### src/hdl/qat_pkg.sv
package qat_pkg;

	// Limits of one string.
	localparam int MAX_ARGS    = 32;
	localparam int MAX_ARG_LEN = 256;

	// Argument count reaches MAX_ARGS, position stays below MAX_ARG_LEN.
	localparam int CNT_W = $clog2(MAX_ARGS + 1);
	localparam int POS_W = $clog2(MAX_ARG_LEN);

	// Characters with a meaning of their own.
	localparam logic [7:0] CH_SPACE  = 8'h20;
	localparam logic [7:0] CH_TAB    = 8'h09;
	localparam logic [7:0] CH_NL     = 8'h0A;
	localparam logic [7:0] CH_SQUOTE = 8'h27;
	localparam logic [7:0] CH_DQUOTE = 8'h22;
	localparam logic [7:0] CH_BSLASH = 8'h5C;

	typedef enum logic [2:0] {
		ERR_NONE      = 3'd0,
		ERR_BAD_QUOTE = 3'd1,
		ERR_UNCLOSED  = 3'd2,
		ERR_DANGLING  = 3'd3,
		ERR_TOO_MANY  = 3'd4,
		ERR_TOO_LONG  = 3'd5
	} status_t;

	typedef struct packed {
		logic [7:0] ch;
		logic [7:0] next_ch;
		logic       is_last;
	} qat_in_t;

	typedef struct packed {
		logic       char_valid;
		logic [7:0] out_char;
		logic       token_end;
		logic [5:0] token_number;
		logic [7:0] char_position;
		logic       done_res;
		logic [2:0] status;
	} qat_out_t;

	// Running parse state carried from one character to the next.
	typedef struct packed {
		logic             inside_token;
		logic             inside_quotes;
		logic             escape_pending;
		logic [7:0]       open_quote_char;
		logic [CNT_W-1:0] token_count;
		logic [POS_W-1:0] position_in_token;
		status_t          first_error;
	} qat_state_t;

endpackage

### src/hdl/quoted_argument_tokenizer.sv
// Flow: a request accepted is held in the input register, then moves into the
// result register, from which it is taken.
// Throughput: one character per cycle while results are taken; a stalled result
// holds in the output register while one more character waits in the input register.
// Reset: arst_n low clears both registers' valid flags and the parse state at once;
// the block then starts a fresh string.
module quoted_argument_tokenizer
	import qat_pkg::*;
(
	input  logic     clk,
	input  logic     arst_n,
	input  logic     in_valid,
	output logic     in_ready,
	input  qat_in_t  in_data,
	output logic     out_valid,
	input  logic     out_ready,
	output qat_out_t out_data
);

	// Input register: holds one request until the step logic can retire it.
	logic       valid_s1;
	qat_in_t    data_s1;

	// Result register, which is also the port payload.
	logic       valid_s2;
	qat_out_t   res_s2;

	// Parse state, updated only when a request moves into the result register.
	qat_state_t state_q;
	qat_state_t state_nxt;
	qat_out_t   res_nxt;
	logic       advance;

	// The request in stage one moves on whenever the result register is free or
	// is being emptied in this same cycle, so a result taken this cycle costs no
	// bubble. A result that waits while stage one is full holds off new requests.
	assign advance  = valid_s1 && (!valid_s2 || out_ready);
	assign in_ready = !valid_s1 || advance;

	qat_step u_step (
		.item (data_s1),
		.cur  (state_q),
		.nxt  (state_nxt),
		.res  (res_nxt)
	);

	always_ff @(posedge clk or negedge arst_n) begin
		if (!arst_n) begin
			valid_s1 <= 1'b0;
		end else if (in_ready) begin
			valid_s1 <= in_valid;
		end
	end

	always_ff @(posedge clk) begin
		if (in_ready && in_valid) begin
			data_s1 <= in_data;
		end
	end

	always_ff @(posedge clk or negedge arst_n) begin
		if (!arst_n) begin
			valid_s2 <= 1'b0;
			state_q  <= '0;
		end else begin
			if (advance) begin
				valid_s2 <= 1'b1;
				state_q  <= state_nxt;
			end else if (out_ready) begin
				valid_s2 <= 1'b0;
			end
		end
	end

	always_ff @(posedge clk) begin
		if (advance) begin
			res_s2 <= res_nxt;
		end
	end

	assign out_valid = valid_s2;
	assign out_data  = res_s2;

endmodule

### src/hdl/qat_step.sv
module qat_step
	import qat_pkg::*;
(
	input  qat_in_t    item,
	input  qat_state_t cur,
	output qat_state_t nxt,
	output qat_out_t   res
);

	logic       is_blank;
	logic       is_quote;
	logic       do_app;
	logic       do_close;
	logic [7:0] app_c;
	qat_state_t st;

	assign is_blank = (item.ch == CH_SPACE) || (item.ch == CH_TAB) || (item.ch == CH_NL);
	assign is_quote = (item.ch == CH_SQUOTE) || (item.ch == CH_DQUOTE);

	always_comb begin
		st       = cur;
		do_app   = 1'b0;
		do_close = 1'b0;
		app_c    = item.ch;
		res      = '0;

		// Classify the character; at most one append or one close results.
		if (is_blank) begin
			if (st.inside_token) begin
				if (st.escape_pending) begin
					st.escape_pending = 1'b0;
					do_app = 1'b1;
				end else if (st.inside_quotes) begin
					do_app = 1'b1;
				end else begin
					do_close = 1'b1;
				end
			end
		end else if (is_quote) begin
			if (st.escape_pending) begin
				st.escape_pending = 1'b0;
				do_app = 1'b1;
			end else if (!st.inside_token) begin
				st.inside_token    = 1'b1;
				st.inside_quotes   = 1'b1;
				st.open_quote_char = item.ch;
			end else if (st.inside_quotes) begin
				if (item.ch == st.open_quote_char) begin
					do_close = 1'b1;
				end else begin
					do_app = 1'b1;
				end
			end else if (st.first_error == ERR_NONE) begin
				st.first_error = ERR_BAD_QUOTE;
			end
		end else if (item.ch == CH_BSLASH) begin
			if (st.escape_pending) begin
				st.escape_pending = 1'b0;
				do_app = 1'b1;
			end else if (st.inside_quotes && (item.next_ch != st.open_quote_char)) begin
				do_app = 1'b1;
			end else begin
				st.escape_pending = 1'b1;
				st.inside_token   = 1'b1;
			end
		end else begin
			st.inside_token = 1'b1;
			do_app = 1'b1;
		end

		if (do_app) begin
			if (st.token_count >= CNT_W'(MAX_ARGS)) begin
				if (st.first_error == ERR_NONE) st.first_error = ERR_TOO_MANY;
			end else if (st.position_in_token >= POS_W'(MAX_ARG_LEN - 1)) begin
				if (st.first_error == ERR_NONE) st.first_error = ERR_TOO_LONG;
			end else begin
				res.char_valid       = 1'b1;
				res.out_char         = app_c;
				res.char_position    = 8'(st.position_in_token);
				st.position_in_token = st.position_in_token + 1'b1;
			end
		end

		// End of string: an open quote or a pending escape is an error, otherwise an
		// open plain argument closes here. A close already taken leaves nothing open.
		if (item.is_last && !do_close) begin
			if (st.inside_quotes) begin
				if (st.first_error == ERR_NONE) st.first_error = ERR_UNCLOSED;
			end else if (st.escape_pending) begin
				if (st.first_error == ERR_NONE) st.first_error = ERR_DANGLING;
			end else if (st.inside_token) begin
				do_close = 1'b1;
			end
		end

		// The number shown is the argument index before any close, except on the last item.
		res.token_number = 6'(cur.token_count);

		if (do_close) begin
			st.inside_token      = 1'b0;
			st.inside_quotes     = 1'b0;
			st.position_in_token = '0;
			res.token_end        = 1'b1;
			if (st.token_count >= CNT_W'(MAX_ARGS)) begin
				if (st.first_error == ERR_NONE) st.first_error = ERR_TOO_MANY;
			end else begin
				st.token_count = st.token_count + 1'b1;
			end
		end

		res.done_res = item.is_last;
		if (item.is_last) begin
			res.token_number = 6'(st.token_count);
			res.status       = st.first_error;
			nxt              = '0;
		end else begin
			nxt = st;
		end
	end

endmodule

### config.mk
export PLATFORM = sky130hd
export DESIGN_NAME = quoted_argument_tokenizer
export DESIGN_NICKNAME = d
export VERILOG_FILES = /design/src/hdl/qat_pkg.sv /design/src/hdl/quoted_argument_tokenizer.sv /design/src/hdl/qat_step.sv
export SDC_FILE = /design/constraint.sdc
export NUM_CORES = 1
export LEC_CHECK = 0
export BUFFER_PORTS_ARGS = -buffer_cell sky130_fd_sc_hd__buf_2
export CORE_MARGIN = 3
export CORE_UTILIZATION = 46
export CTS_CLUSTER_SIZE = 30
export DETAILED_ROUTE_END_ITERATION = 10
export HOLD_SLACK_MARGIN = 0.1
export PLACE_DENSITY = 0.73
export SLEW_MARGIN = 20
export SYNTH_ARGS = -nofsm -noshare
export SYNTH_HDL_FRONTEND = slang
export SYNTH_SLANG_ARGS = --single-unit
### constraint.sdc
create_clock -name clk -period 6.7 [get_ports clk]
set_clock_uncertainty 0.05 [all_clocks]
set_input_delay 0 -clock clk [delete_from_list [all_inputs] [get_ports clk]]
set_output_delay 0 -clock clk [all_outputs]
set_load 0.01 [all_outputs]
==> metrics.md <==
| Metric | Value |
|---|---|
| Sequential power share | `55.0%` |
| Via count of the first global-routing pass | `2585` |
| Logic pwr share | `roughly 15%` |
| Area delta synth->final | `19.6%` |
| Most frequent cell after synthesis | `edfxtp_1` |
| RePlAce Congestion | `around 0.87` |
| Fmax | `between 300 and 400 MHz` |
| Via/cell ratio | `roughly 5.5` |
| Layout cell share with drive strength beyond 1 | `a little over a fifth` |
| Internal power | `about 800 µW` |
| Critical Path End Type | `flip-flop` |
| Final core utilization | `about three fifths` |
| Post-synth EDFFs | `45` |
| Die Ht | `between 90 and 100 µm` |
| ANT cells | `0` |
| Post-synth cell types | `63` |
| Post-synthesis instance total | `308` |
| Synth Register Bits | `75` |
| Slew margin rel. | `a little over two fifths` |
| I/O Buffers | `50` |
| Kind of critical path | `flip-flop to flip-flop` |
| Filler Cell Count | `about 650` |
| Status | `finished clean` |
| Syn_nets | `between 300 and 400` |
| Register area share after synthesis | `57.9%` |
| Hold/Removal Path Class | `input pin to asynchronous set/reset pin` |
| Power density over the cells | `250 nW/µm²` |
| Ys flop type | `edfxtp_1` |
| Root Buffer | `clkbuf_8` |
| Setup TNS Final | `0 ns` |
| Initial DRT Pass Iterations | `5` |
| Worst-skew pair later-pin latency | `between 0.3 and 0.4 ns` |
| Row count | `31` |
| H-tree level count | `3` |
| Top post-synthesis cells by area | `edfxtp_1 37%, dfrtp_1 21%, xnor2_1 4.3%, and3_1 4.0%, a21oi_1 1.9%` |
| Startpoint Class | `flip-flop` |
| Switching power | `between 200 and 300 µW` |
| Crit path from | `data_s1[9]$_DFFE_PP_` |
| Syn_area_per_cell | `approximately 12 µm²` |
| CTS Buffer Depth | `2` |
| Initial antenna violation count | `0` |
| Synth top area share | `around 37%` |
| First-pass GRT wire length | `roughly 12 mm` |
| Async S/R FF share, synth | `around two fifths` |
| Post-DR wirelength/cell | `approximately 15 µm` |
| R2R depth | `9` |
| Leakage | `between 0.0015 and 0.002 µW` |
| Postcts setup bufs | `0` |
| Boundary Pins | `between 50 and 60` |
| CTS buffer count | `9` |
| # DRC | `0` |
| Core Area | `roughly 7400 µm²` |
| Period utilization | `49.6%` |
| Largest net degree at the start of global routing | `31` |
| Worst-Margin Slew | `roughly 0.84 ns` |
| Dpl hpwl | `4.76 mm` |
| Total gr overflow | `0` |
| CP max FO | `12` |
| Total track usage | `17.1%` |
| Die W | `94.9 µm` |
| Routed via count | `about 2600` |
| Reg2Reg Setup Slack | `3.37 ns` |
| RSZ-0062 raised after global routing | `no` |
| Initial Util | `between 40% and 50%` |
| VDD IR max | `0.110 mV` |
| Sw Share | `a little over a quarter` |
| WL final | `about 7.1 mm` |
| Total of max-cap violations | `0` |
| Post-synth top cells | `45 x edfxtp_1, 30 x dfrtp_1, 23 x and3_1, 18 x nand2_1, 18 x xnor2_1` |
| Arr. time, crit path | `3.56 ns` |
| Worst r2r src | `data_s1[9]$_DFFE_PP_` |
| Setup crit end | `state_q[10]$_DFFE_PN0P_` |
| Die area | `around 9000 µm²` |
| DR iter-0 viols | `221` |
| R2r endpoint | `state_q[10]$_DFFE_PN0P_` |
| Fin crit period | `3.33 ns` |
| Final setup vio count | `0` |
| Req. time, crit path | `about 6.9 ns` |
| Nets@finish | `around 400` |
| Ys Warns | `0` |
| Clock Power Share | `30.2%` |
| Synth area leader | `edfxtp_1` |
| # clock sinks | `75` |
| Clock transition at path regs | `approximately 0.080 ns` |
| Cell Area, Synth | `3630 µm²` |
| Routed Antenna Nets | `0` |
| Fin. Hold Viols | `0` |
| Slew Viols, Final | `0` |
| CTS tree | `done` |
cells in the final DEF (no fill, tap or decap), types with 6 or more instances in the layout:
cell type,synthesis,layout
o21ai_0,14,14
nand2b_1,6,6
edfxtp_1,45,45
buf_2,1,50
nand2_1,18,18
and3_1,23,23
inv_1,7,7
nand4_1,6,6
clkbuf_8,0,13
a21oi_1,14,14
and2_1,11,11
xnor2_1,18,18
nor2_1,15,15
nand3_1,11,11
dfrtp_1,30,30
dlygate4sd3_1,0,21
how the worst min path moves through the flow:
stage / to / slack (ns) / cells past startpoint
after floorplan: out_valid$_DFFE_PN0P_ / -0.35 / 0
final: state_q[21]$_DFFE_PN0P_ / 0.18 / 2
after global routing: state_q[24]$_DFFE_PN0P_ / 0.27 / 2
after CTS: state_q[21]$_DFFE_PN0P_ / 0.21 / 2
after detailed placement: state_q[21]$_DFFE_PN0P_ / 0.05 / 1
after global placement: state_q[17]$_DFFE_PN0P_ / 0.04 / 1
final cells by class:
class	instances	area, µm²	area share [%]
timing repair buffer	73	475	10.9
clock buffer	15	186	4.29
tap	99	124	2.85
inverter	7	26.3	0.605
multi-input combinational	211	1430	32.8
sequential	75	2100	48.4
clock inverter	1	5.00	0.115
routing by layer:
metal	wire, µm	vias up	global-route usage (%)
met5	0	-	0
met4	130	0	8.89
met3	369	12	3.75
met2	3370	79	26.6
met1	3200	1248	22.6
li1	-	1284	-
kinds of logic (layout without fill, tap and decap cells):
| group | Yosys count | after routing | share of synthesized area [%] |
|---|---|---|---|
| multiplexers | 3 | 3 | 0.895 |
| AND/OR/NAND/NOR | 121 | 121 | 19.7 |
| adder cells (fa/ha/maj) | 3 | 3 | 1.03 |
| flip-flops | 75 | 75 | 57.9 |
| AO/OA/AOI/OAI | 63 | 63 | 12.5 |
| XOR/XNOR | 21 | 21 | 5.06 |
| buffers and inverters | 22 | 96 | 2.93 |
what timing repair did:
item	CTS	global route
endpoints found under the hold margin	49	0
gates resized for setup	0	0
setup endpoints to repair	0	0
hold buffers	21	0
registers in the layout, indices dropped and copies added, names as in the netlist:
register   count
state_q       28
data_s1       17
valid_s1       1
out_data      28
out_valid      1
power by group through the flow:
stage / registers, µW / logic, µW / clock network (µW)
after floorplan: 605 / 99.5 / 0
after global placement: 605 / 149 / 0
after detailed placement: 607 / 153 / 0
after CTS: 597 / 163 / 336
after global routing: 606 / 182 / 359
final: 597 / 161 / 329
worst max-delay path, cell delays in order (launching register included):
cell and delay [ns]:
edfxtp_1 0.51, nor4b_1 0.68, o21a_1 0.23, o311ai_0 0.10, a21oi_1 0.49, buf_4 0.28
and2_1 0.32, nand4_1 0.16, or3_1 0.36, nand3_1 0.08
per-stage QoR:
stage / hold slack, ns / instances / total power [µW] / setup slack, ns / area [µm²]
2_1_floorplan: -0.346 / 308 / 705 / 4.01 / 3630
3_3_place_gp: 0.0351 / 444 / 753 / 3.54 / 3940
3_5_place_dp: 0.0464 / 444 / 760 / 3.38 / 3940
4_1_cts: 0.211 / 481 / 1100 / 3.39 / 4340
5_1_grt: 0.270 / 481 / 1150 / 3.12 / 4340
6_report: 0.184 / 481 / 1090 / 3.37 / 4340
Note: power is estimated with default switching activity, not from simulation.
